===== config.mk =====
export PLATFORM = sky130hd
export DESIGN_NAME = stopwatch_with_time_readout
export DESIGN_NICKNAME = d
export VERILOG_FILES = /design/src/rtl/swt_pkg.sv /design/src/rtl/swt_split.sv /design/src/rtl/stopwatch_with_time_readout.sv
export SDC_FILE = /design/constraint.sdc
export NUM_CORES = 2
export LEC_CHECK = 0
export BUFFER_PORTS_ARGS = -buffer_cell sky130_fd_sc_hd__buf_2
export CAP_MARGIN = 15
export CORE_ASPECT_RATIO = 1.2
export CORE_MARGIN = 5
export CORE_UTILIZATION = 25
export DETAILED_ROUTE_END_ITERATION = 10
export GPL_TIMING_DRIVEN = 0
export PLACE_DENSITY = 0.4
export SETUP_SLACK_MARGIN = 0.05
export SLEW_MARGIN = 20
export SYNTH_ARGS = -nofsm -noshare
export SYNTH_HDL_FRONTEND = slang
export SYNTH_HIERARCHICAL = 1
export SYNTH_SLANG_ARGS = --single-unit

===== constraint.sdc =====
create_clock -name i_clk -period 14.7 [get_ports i_clk]
set_clock_uncertainty 0.1 [all_clocks]
set_input_delay 0.735 -clock i_clk [delete_from_list [all_inputs] [get_ports i_clk]]
set_output_delay 0.735 -clock i_clk [all_outputs]
set_load 0.02 [all_outputs]

===== src/rtl/swt_pkg.sv =====
// shared types and constants for the stopwatch with time readout
// no dependencies; used by swt_split, stopwatch_with_time_readout, swt_readout_checker and the testbench

package swt_pkg;

    localparam int unsigned TIME_W   = 40;
    localparam int unsigned MODE_W   = 2;
    localparam int unsigned HOURS_W  = 19;
    localparam int unsigned MIN_W    = 6;
    localparam int unsigned SEC_W    = 6;
    localparam int unsigned TENTHS_W = 4;

    // stream payload widths, padded to whole bytes
    localparam int unsigned IN_TDATA_W  = ((TIME_W + 7) / 8) * 8;
    localparam int unsigned OUT_FIELD_W = MODE_W + TIME_W + HOURS_W + MIN_W + SEC_W + TENTHS_W;
    localparam int unsigned OUT_TDATA_W = ((OUT_FIELD_W + 7) / 8) * 8;
    localparam int unsigned OUT_PAD_W   = OUT_TDATA_W - OUT_FIELD_W;

    // operation codes carried in tuser
    localparam logic OP_PRESS = 1'b0;
    localparam logic OP_QUERY = 1'b1;

    typedef enum logic [MODE_W-1:0] {
        MODE_READY   = 2'd0,
        MODE_RUNNING = 2'd1,
        MODE_STOPPED = 2'd2
    } t_mode;

    localparam logic [TIME_W-1:0] MS_PER_HOUR  = 40'd3600000;
    localparam logic [9:0]        MS_PER_SEC   = 10'd1000;
    localparam logic [6:0]        PER_SIXTY    = 7'd60;
    localparam logic [7:0]        MS_PER_TENTH = 8'd100;

    // floor reciprocals 2^s / d, with s the bit width of the dividend
    localparam logic [10:0] RCP_SEC_HI = 11'((64'd1 << 20) / 64'd1000);
    localparam logic [20:0] RCP_SEC_LO = 21'((64'd1 << 30) / 64'd1000);
    localparam logic [25:0] RCP_MIN    = 26'((64'd1 << 31) / 64'd60);
    localparam logic [19:0] RCP_HOUR   = 20'((64'd1 << 25) / 64'd60);
    localparam logic [3:0]  RCP_TENTH  = 4'((64'd1 << 10) / 64'd100);

    // state and elapsed time after one transfer, handed to the split pipeline
    typedef struct packed {
        t_mode             mode;
        logic [TIME_W-1:0] elapsed;
    } t_swt_item;

    typedef struct packed {
        t_mode               mode;
        logic [TIME_W-1:0]   elapsed;
        logic                long_form;
        logic [HOURS_W-1:0]  hours;
        logic [MIN_W-1:0]    minutes;
        logic [SEC_W-1:0]    seconds;
        logic [TENTHS_W-1:0] tenths;
    } t_swt_result;

endpackage


===== src/rtl/swt_split.sv =====
// pipelined split of elapsed milliseconds into hours, minutes, seconds, tenths
// depends on swt_pkg; reciprocal multiply then one-step correction per divide

module swt_split (
    input  logic                 i_clk,
    input  logic                 i_rst_n,
    input  logic                 i_valid,
    output logic                 o_ready,
    input  swt_pkg::t_swt_item   i_item,
    output logic                 o_valid,
    input  logic                 i_ready,
    output swt_pkg::t_swt_result o_result
);

    typedef struct packed {
        swt_pkg::t_mode               mode;
        logic [swt_pkg::TIME_W-1:0]   elapsed;
        logic                         long_form;
    } t_tag;

    localparam int unsigned NSTG = 9;

    logic [NSTG:1]   r_vld;
    logic [NSTG:1]   n_vld;
    logic [NSTG+1:1] en;

    // stage enables: a stage loads when empty or when its content moves on
    always_comb begin
        en[NSTG+1] = i_ready;
        for (int k = NSTG; k >= 1; k--) begin
            en[k] = !r_vld[k] || en[k+1];
        end
    end

    assign n_vld   = {r_vld[NSTG-1:1], i_valid};
    assign o_ready = en[1];
    assign o_valid = r_vld[NSTG];

    always_ff @(posedge i_clk) begin
        if (!i_rst_n) begin
            r_vld <= '0;
        end else begin
            for (int k = 1; k <= NSTG; k++) begin
                if (en[k]) begin
                    r_vld[k] <= n_vld[k];
                end
            end
        end
    end

    // stage 1: capture
    swt_pkg::t_swt_item r1_item;

    // stage 2: estimate of the high half over 1000
    t_tag        r2_tag, n2_tag;
    logic [10:0] r2_qh0, n2_qh0;
    logic [30:0] s2_prod;

    assign s2_prod = 31'(r1_item.elapsed[39:20]) * 31'(swt_pkg::RCP_SEC_HI);
    always_comb begin
        n2_tag.mode      = r1_item.mode;
        n2_tag.elapsed   = r1_item.elapsed;
        n2_tag.long_form = (r1_item.elapsed >= swt_pkg::MS_PER_HOUR);
        n2_qh0           = s2_prod[30:20];
    end

    // stage 3: correct the high quotient
    t_tag        r3_tag;
    logic [10:0] r3_qh, n3_qh;
    logic [9:0]  r3_rh, n3_rh;
    logic [20:0] s3_prod;
    logic [20:0] s3_diff;

    assign s3_prod = 21'(r2_qh0) * 21'(swt_pkg::MS_PER_SEC);
    assign s3_diff = {1'b0, r2_tag.elapsed[39:20]} - s3_prod;
    always_comb begin
        if (s3_diff[10:0] >= 11'(swt_pkg::MS_PER_SEC)) begin
            n3_qh = r2_qh0 + 11'd1;
            n3_rh = 10'(s3_diff[10:0] - 11'(swt_pkg::MS_PER_SEC));
        end else begin
            n3_qh = r2_qh0;
            n3_rh = s3_diff[9:0];
        end
    end

    // stage 4: estimate of the low part over 1000
    t_tag        r4_tag;
    logic [10:0] r4_qh;
    logic [29:0] r4_y, n4_y;
    logic [19:0] r4_ql0, n4_ql0;
    logic [50:0] s4_prod;

    assign n4_y    = {r3_rh, r3_tag.elapsed[19:0]};
    assign s4_prod = 51'(n4_y) * 51'(swt_pkg::RCP_SEC_LO);
    assign n4_ql0  = s4_prod[49:30];

    // stage 5: correct, giving whole seconds and the millisecond rest
    t_tag        r5_tag;
    logic [30:0] r5_sec_all, n5_sec_all;
    logic [9:0]  r5_ms, n5_ms;
    logic [29:0] s5_prod;
    logic [29:0] s5_diff;

    assign s5_prod = 30'(r4_ql0) * 30'(swt_pkg::MS_PER_SEC);
    assign s5_diff = r4_y - s5_prod;
    always_comb begin
        if (s5_diff[10:0] >= 11'(swt_pkg::MS_PER_SEC)) begin
            n5_sec_all = {r4_qh, r4_ql0 + 20'd1};
            n5_ms      = 10'(s5_diff[10:0] - 11'(swt_pkg::MS_PER_SEC));
        end else begin
            n5_sec_all = {r4_qh, r4_ql0};
            n5_ms      = s5_diff[9:0];
        end
    end

    // stage 6: estimates of seconds over 60 and milliseconds over 100
    t_tag        r6_tag;
    logic [30:0] r6_sec_all;
    logic [9:0]  r6_ms;
    logic [24:0] r6_mq0, n6_mq0;
    logic [3:0]  r6_t0, n6_t0;
    logic [56:0] s6_prod;
    logic [13:0] s6_tprod;

    assign s6_prod  = 57'(r5_sec_all) * 57'(swt_pkg::RCP_MIN);
    assign s6_tprod = 14'(r5_ms) * 14'(swt_pkg::RCP_TENTH);
    assign n6_mq0   = s6_prod[55:31];
    assign n6_t0    = s6_tprod[13:10];

    // stage 7: correct seconds and tenths
    t_tag        r7_tag;
    logic [24:0] r7_min_all, n7_min_all;
    logic [5:0]  r7_sec, n7_sec;
    logic [3:0]  r7_tenths, n7_tenths;
    logic [30:0] s7_prod;
    logic [30:0] s7_diff;
    logic [9:0]  s7_tprod;
    logic [9:0]  s7_tdiff;

    assign s7_prod  = 31'(r6_mq0) * 31'(swt_pkg::PER_SIXTY);
    assign s7_diff  = r6_sec_all - s7_prod;
    assign s7_tprod = 10'(r6_t0) * 10'(swt_pkg::MS_PER_TENTH);
    assign s7_tdiff = r6_ms - s7_tprod;
    always_comb begin
        if (s7_diff[6:0] >= swt_pkg::PER_SIXTY) begin
            n7_min_all = r6_mq0 + 25'd1;
            n7_sec     = 6'(s7_diff[6:0] - swt_pkg::PER_SIXTY);
        end else begin
            n7_min_all = r6_mq0;
            n7_sec     = s7_diff[5:0];
        end
        if (s7_tdiff[7:0] >= swt_pkg::MS_PER_TENTH) begin
            n7_tenths = r6_t0 + 4'd1;
        end else begin
            n7_tenths = r6_t0;
        end
    end

    // stage 8: estimate of minutes over 60
    t_tag        r8_tag;
    logic [24:0] r8_min_all;
    logic [5:0]  r8_sec;
    logic [3:0]  r8_tenths;
    logic [18:0] r8_hq0, n8_hq0;
    logic [44:0] s8_prod;

    assign s8_prod = 45'(r7_min_all) * 45'(swt_pkg::RCP_HOUR);
    assign n8_hq0  = s8_prod[43:25];

    // stage 9: correct hours and minutes, result register
    t_tag        r9_tag;
    logic [18:0] r9_hours, n9_hours;
    logic [5:0]  r9_min, n9_min;
    logic [5:0]  r9_sec;
    logic [3:0]  r9_tenths;
    logic [24:0] s9_prod;
    logic [24:0] s9_diff;

    assign s9_prod = 25'(r8_hq0) * 25'(swt_pkg::PER_SIXTY);
    assign s9_diff = r8_min_all - s9_prod;
    always_comb begin
        if (s9_diff[6:0] >= swt_pkg::PER_SIXTY) begin
            n9_hours = r8_hq0 + 19'd1;
            n9_min   = 6'(s9_diff[6:0] - swt_pkg::PER_SIXTY);
        end else begin
            n9_hours = r8_hq0;
            n9_min   = s9_diff[5:0];
        end
    end

    always_ff @(posedge i_clk) begin
        if (en[1]) begin
            r1_item <= i_item;
        end
        if (en[2]) begin
            r2_tag <= n2_tag;
            r2_qh0 <= n2_qh0;
        end
        if (en[3]) begin
            r3_tag <= r2_tag;
            r3_qh  <= n3_qh;
            r3_rh  <= n3_rh;
        end
        if (en[4]) begin
            r4_tag <= r3_tag;
            r4_qh  <= r3_qh;
            r4_y   <= n4_y;
            r4_ql0 <= n4_ql0;
        end
        if (en[5]) begin
            r5_tag     <= r4_tag;
            r5_sec_all <= n5_sec_all;
            r5_ms      <= n5_ms;
        end
        if (en[6]) begin
            r6_tag     <= r5_tag;
            r6_sec_all <= r5_sec_all;
            r6_ms      <= r5_ms;
            r6_mq0     <= n6_mq0;
            r6_t0      <= n6_t0;
        end
        if (en[7]) begin
            r7_tag     <= r6_tag;
            r7_min_all <= n7_min_all;
            r7_sec     <= n7_sec;
            r7_tenths  <= n7_tenths;
        end
        if (en[8]) begin
            r8_tag     <= r7_tag;
            r8_min_all <= r7_min_all;
            r8_sec     <= r7_sec;
            r8_tenths  <= r7_tenths;
            r8_hq0     <= n8_hq0;
        end
        if (en[9]) begin
            r9_tag    <= r8_tag;
            r9_hours  <= n9_hours;
            r9_min    <= n9_min;
            r9_sec    <= r8_sec;
            r9_tenths <= r8_tenths;
        end
    end

    // long form shows hours and drops tenths
    always_comb begin
        o_result.mode      = r9_tag.mode;
        o_result.elapsed   = r9_tag.elapsed;
        o_result.long_form = r9_tag.long_form;
        o_result.hours     = r9_tag.long_form ? r9_hours : '0;
        o_result.minutes   = r9_min;
        o_result.seconds   = r9_sec;
        o_result.tenths    = r9_tag.long_form ? '0 : r9_tenths;
    end

endmodule


===== src/rtl/stopwatch_with_time_readout.sv =====
// top level of the stopwatch with time readout: mode control and stream ports
// depends on swt_pkg and swt_split

// Three-state stopwatch (ready, running, stopped) fed with timestamped transfers.
// Each input transfer carries a 40-bit millisecond time in tdata and the
// operation in tuser (0 press, 1 query). A press steps ready -> running
// (start time taken), running -> stopped (elapsed time held) and stopped ->
// ready (all cleared); a query changes nothing. Every input transfer yields
// exactly one output transfer with the mode after the transfer, the elapsed
// milliseconds (zero if time ran backwards while running) and the readout
// split into hours, minutes, seconds and tenths; tuser flags the long form
// (one hour or more: hours valid, tenths zero). The block takes one transfer
// per clock unless back pressure has filled the pipeline; results leave in
// order through the chain of reciprocal-multiply and correction stages that
// divide by 1000, 60, 60 and 100. Back pressure stalls only the stages that
// hold data, so bubbles are absorbed before the input is held off.

module stopwatch_with_time_readout (
    input  logic                              i_clk,
    input  logic                              i_rst_n,
    // slave side
    input  logic                              i_s_tvalid,
    output logic                              o_s_tready,
    input  logic [swt_pkg::IN_TDATA_W-1:0]    i_s_tdata,   // [39:0] now_ms
    input  logic                              i_s_tuser,   // [0] op
    // master side
    output logic                              o_m_tvalid,
    input  logic                              i_m_tready,
    // [1:0] watch_mode, [41:2] elapsed_ms, [60:42] hours, [66:61] minutes,
    // [72:67] seconds, [76:73] tenths, [79:77] zero
    output logic [swt_pkg::OUT_TDATA_W-1:0]   o_m_tdata,
    output logic                              o_m_tuser    // [0] long_form
);

    swt_pkg::t_mode               r_mode, n_mode;
    logic [swt_pkg::TIME_W-1:0]   r_start, n_start;
    logic [swt_pkg::TIME_W-1:0]   r_held, n_held;
    logic [swt_pkg::TIME_W-1:0]   now;
    logic [swt_pkg::TIME_W-1:0]   run_el;
    logic                         s_xfer;
    swt_pkg::t_swt_item           item;
    swt_pkg::t_swt_result         res;

    assign now    = i_s_tdata[swt_pkg::TIME_W-1:0];
    assign s_xfer = i_s_tvalid && o_s_tready;

    // running time against the stored start, clamped when the clock went back
    assign run_el = (now < r_start) ? '0 : (now - r_start);

    // next state
    always_comb begin
        n_mode  = r_mode;
        n_start = r_start;
        n_held  = r_held;
        if (i_s_tuser == swt_pkg::OP_PRESS) begin
            unique case (r_mode)
                swt_pkg::MODE_READY: begin
                    n_mode  = swt_pkg::MODE_RUNNING;
                    n_start = now;
                    n_held  = '0;
                end
                swt_pkg::MODE_RUNNING: begin
                    n_mode = swt_pkg::MODE_STOPPED;
                    n_held = run_el;
                end
                default: begin
                    // stopped or unused code: clear everything
                    n_mode  = swt_pkg::MODE_READY;
                    n_start = '0;
                    n_held  = '0;
                end
            endcase
        end
    end

    // outputs: elapsed time seen after the transfer
    always_comb begin
        item.mode = n_mode;
        if (n_mode == swt_pkg::MODE_RUNNING) begin
            // a press from ready starts at now, so elapsed reads zero
            item.elapsed = (r_mode == swt_pkg::MODE_RUNNING) ? run_el : '0;
        end else begin
            item.elapsed = n_held;
        end
    end

    always_ff @(posedge i_clk) begin
        if (!i_rst_n) begin
            r_mode  <= swt_pkg::MODE_READY;
            r_start <= '0;
            r_held  <= '0;
        end else if (s_xfer) begin
            r_mode  <= n_mode;
            r_start <= n_start;
            r_held  <= n_held;
        end
    end

    swt_split u_split (
        .i_clk    (i_clk),
        .i_rst_n  (i_rst_n),
        .i_valid  (i_s_tvalid),
        .o_ready  (o_s_tready),
        .i_item   (item),
        .o_valid  (o_m_tvalid),
        .i_ready  (i_m_tready),
        .o_result (res)
    );

    assign o_m_tdata = {{swt_pkg::OUT_PAD_W{1'b0}}, res.tenths, res.seconds, res.minutes,
                        res.hours, res.elapsed, res.mode};
    assign o_m_tuser = res.long_form;

    // a press from ready always lands in running
    assert property (@(posedge i_clk) disable iff (!i_rst_n)
        s_xfer && (i_s_tuser == swt_pkg::OP_PRESS) && (r_mode == swt_pkg::MODE_READY)
        |=> (r_mode == swt_pkg::MODE_RUNNING))
        else $error("press from ready did not start the watch");

    // a query leaves all state untouched
    assert property (@(posedge i_clk) disable iff (!i_rst_n)
        s_xfer && (i_s_tuser == swt_pkg::OP_QUERY)
        |=> $stable(r_mode) && $stable(r_start) && $stable(r_held))
        else $error("query changed stopwatch state");

    // corrected remainders stay in range
    assert property (@(posedge i_clk) disable iff (!i_rst_n)
        o_m_tvalid |-> (res.minutes < 6'd60) && (res.seconds < 6'd60) && (res.tenths < 4'd10))
        else $error("readout digit out of range");

    // long form carries hours and no tenths, short form the reverse
    assert property (@(posedge i_clk) disable iff (!i_rst_n)
        o_m_tvalid |-> (res.long_form ? (res.tenths == '0) : (res.hours == '0)))
        else $error("readout form mismatch");

endmodule


==> results.md <==
* Fillers at around 20000
* Post-synth cell types at 85
* First-pass GRT wire length at around 180 mm
* Total track usage at 0.107
* RSZ-0062 raised after global routing: no
* Post-synth ARST share at 0
* Clock buffer depth at 3
* HPWL after DPL at about 86 mm
* Clk sinks at 722
* Crit path max fanout at 9
* Placer Congestion at roughly 0.80
* Min-Delay Path Class: input port to flip-flop
* Max_cap viols at 0
* Clock root cell: clkbuf_16
* FF+latch count, synth at a little over 700
* Hold Violations, Final at 0
* Clk slew on worst S/H paths at 0.06 ns
* Startpoint types: flip-flop
* Hold-fix buffers, CTS at 0
* Warnings, synthesis at 6
* Layout Area Growth over Synthesis at 14.3%
* Peak Freq at between 100 and 150 MHz
* Minimum clock period at between 7 and 8 ns
* Post-synth top flop: edfxtp_1
* Multi-input logic area at 25500 sq um
* Nets@finish at 5511
* Port bufs at between 100 and 150
* Inst Count DP at between 6000 and 7000
* Vias in the first global route at ~32000
* Core box area at a little under 200000 sq um
* Fraction of layout cells with a size suffix above 1 at 0.0743
* Non-filler cells, final at between 7000 and 8000
* DRT Pass-1 Iters at 5
* CP peak stage delay at roughly 0.82 ns
* CP Data Required Time at ~15 ns
* CP bufs+invs at 4
* Cell Area, Synth at ~50000 sq um
* Die Y-Extent at 498 microns
* Antenna violations before repair at 1
* Post-Syn Area per Cell at between 10 and 15 sq um
* Status: complete, no violations
* # rows at 179
* TritonCTS clock tree: built
* Crit end category: flip-flop
* Wire per inst at about 16 microns
* Final setup viols at 0
* Vias/cell at about 4
* Maximum number of pins on one net before global-route repair at between 60 and 70
* TritonCTS buffer count at 87
* CP dominant cell by count: fa_1
* Post-synth EDFFs at 631
* DRC at 0
* Crit Path Category: flip-flop to flip-flop
* Post-DRT Antenna Nets at 0
* Setup Total Neg Slack at 0 ns
* Die X at about 420 microns
* CTS H-tree depth at 3
* Die outline area at 208000 sq um
* Initial Util at 0.251
* Seq/Total Area, Yosys at 0.418
* Period utilisation layout at 0.508
* Arrival @ worst endpoint at about 8 ns
* Post-CTS setup buffers at 0
* Cts repair resizes at 0
* Fin util at 0.287
* Initial DRC count at ~830
* Max_slew headroom at 0.411
* Worst slew pin tran at 0.878 ns
* Via count at 28890
* Detailed Route WL at between 100 and 150 mm
* Total grt overflow at 0
* Cell Chain, Critical Path: ha_1 -> ha_1 -> fa_1 -> inv_1 -> fa_1 -> inv_1 -> fa_1 -> fa_1 -> inv_1 -> fa_1 -> inv_1 -> ha_1 -> a2111oi_0 -> o21ai_0 -> o211ai_1 -> a31oi_1 -> a211oi_1 -> o211ai_1 -> nand3_1 -> a21boi_0 -> o41ai_1 -> xnor2_1
* Max Transition Viols Final at 0
* Register Area at between 20000 and 25000 sq um
* Kind of cell adding the most delay to the critical path: adder cells
* Top-Level Pins at about 130
* Post-Synthesis Cells at 4119
* Later-pin clock latency in the skew report at ~0.7 ns
* Slowest CP cell: edfxtp_1
==> sequential cells by signal, indices dropped and copies added (netlist names), 40 cells and up <==
name	flops
u_split/r4_tag	43
u_split/r6_tag	43
u_split/r2_tag	43
u_split/o_result	43
u_split/n2_tag	42
u_split/r8_tag	43
r_held	40
u_split/r5_tag	43
u_split/r7_tag	43
r_start	40
==> path summary, 6_finish.rpt <==
kind	from	endpoint	slack, ns	cells after the start
hold reg to reg	u_split/r4_tag[21]$_DFFE_PP_	u_split/r5_tag[21]$_DFFE_PP_	0.30	0
setup reg to reg	u_split/n4_y[6]$_DFFE_PP_	u_split/r4_ql0[19]$_DFFE_PP_	7.23	22
setup / recovery	u_split/n4_y[6]$_DFFE_PP_	u_split/r4_ql0[19]$_DFFE_PP_	7.23	22
hold / removal	i_s_tdata[29]	r_start[29]$_SDFFE_PN0P_	0.16	2
==> synthesized netlist by cell type, types with 20 or more instances <==
library cell | n | area share
a211oi_1 | 23 | 0.0035
o21bai_1 | 20 | 0.0030
xnor2_1 | 158 | 0.028
nand4_1 | 35 | 0.0044
and3_1 | 23 | 0.0029
nand2b_1 | 21 | 0.0026
a22o_1 | 81 | 0.014
xor2_1 | 81 | 0.014
edfxtp_1 | 631 | 0.38
nor2_1 | 106 | 0.0080
nand3_1 | 55 | 0.0055
clkbuf_1 | 31 | 0.0023
nand2_1 | 140 | 0.011
o21ai_0 | 85 | 0.0086
a21o_1 | 61 | 0.0092
dfxtp_1 | 91 | 0.037
nor3_1 | 37 | 0.0037
inv_1 | 857 | 0.065
nor2b_1 | 52 | 0.0065
a21oi_1 | 127 | 0.013
o21a_1 | 37 | 0.0056
and2_1 | 45 | 0.0057
ha_1 | 796 | 0.20
fa_1 | 328 | 0.13
==> layout by cell type (no fill, tap or decap), types with 52 or more instances in the layout <==
cell type / netlist / routed
inv_1: 857 / 852
buf_2: 5 / 129
dfxtp_1: 91 / 91
a21o_1: 61 / 61
xor2_1: 81 / 81
fa_1: 328 / 328
edfxtp_1: 631 / 631
nand3_1: 55 / 54
ha_1: 796 / 796
nand2_1: 140 / 137
a22o_1: 81 / 81
nor2b_1: 52 / 52
o21ai_0: 85 / 85
xnor2_1: 158 / 158
a21oi_1: 127 / 127
clkbuf_16: 0 / 89
nor2_1: 106 / 106
==> kinds of logic after synthesis <==
| family | share of synthesized area |
|---|---|
| adder cells (fa/ha/maj) | 0.333 |
| buffers and inverters | 0.0689 |
| flip-flops | 0.418 |
| AND/OR/NAND/NOR | 0.0594 |
| AO/OA/AOI/OAI | 0.0764 |
| XOR/XNOR | 0.0430 |
| multiplexers | 0.00156 |
| other | 0.0000755 |
==> worst register-to-register path: cells and delay by family, from the launching register on <==
kind / cells / cell delay [ns]
DFF: 1 / 0.82
adders and majority gates: 8 / 3.48
and+or+nand+nor: 1 / 0.17
xor gates and xnor gates: 1 / 0.10
buffers and inverters: 4 / 0.20
AOI/OAI and AO/OA: 8 / 2.32
==> stage by stage <==
stage                     setup WS [ns]  hold slack, ns  area, sq um
final                              7.23           0.161        56800
after global routing               6.59           0.111        56800
after CTS                          7.09          0.0696        56800
after detailed placement           7.09           0.305        53800
after global placement             7.14           0.301        53600
after floorplan                    8.47           0.300        49700
==> area by class of cell <==
| class | instances | share of cell area |
|---|---|---|
| multi-input cells | 2498 | 0.450 |
| plain buffers | 44 | 0.00366 |
| diodes | 1 | 0.0000441 |
| clock buffers | 98 | 0.0402 |
| clock inverters | 62 | 0.0116 |
| inverters | 857 | 0.0570 |
| flip-flops and latches | 722 | 0.366 |
| well taps | 2624 | 0.0578 |
| repair buffers | 132 | 0.0143 |
==> routing by layer <==
metal  track usage  up-vias  part of all wire  wire length, microns
met1         0.127    13926              0.42                 46400
met3        0.0150      140             0.029                  3190
li1              -    14528                 -                     -
met2         0.200      296              0.52                 57000
met4        0.0328        0             0.026                  2820
met5             0        -                 0                     0
Power is left out: the tool's default activity adds up to more than one toggle a clock period on the data nets, which glitch-free logic cannot reach.
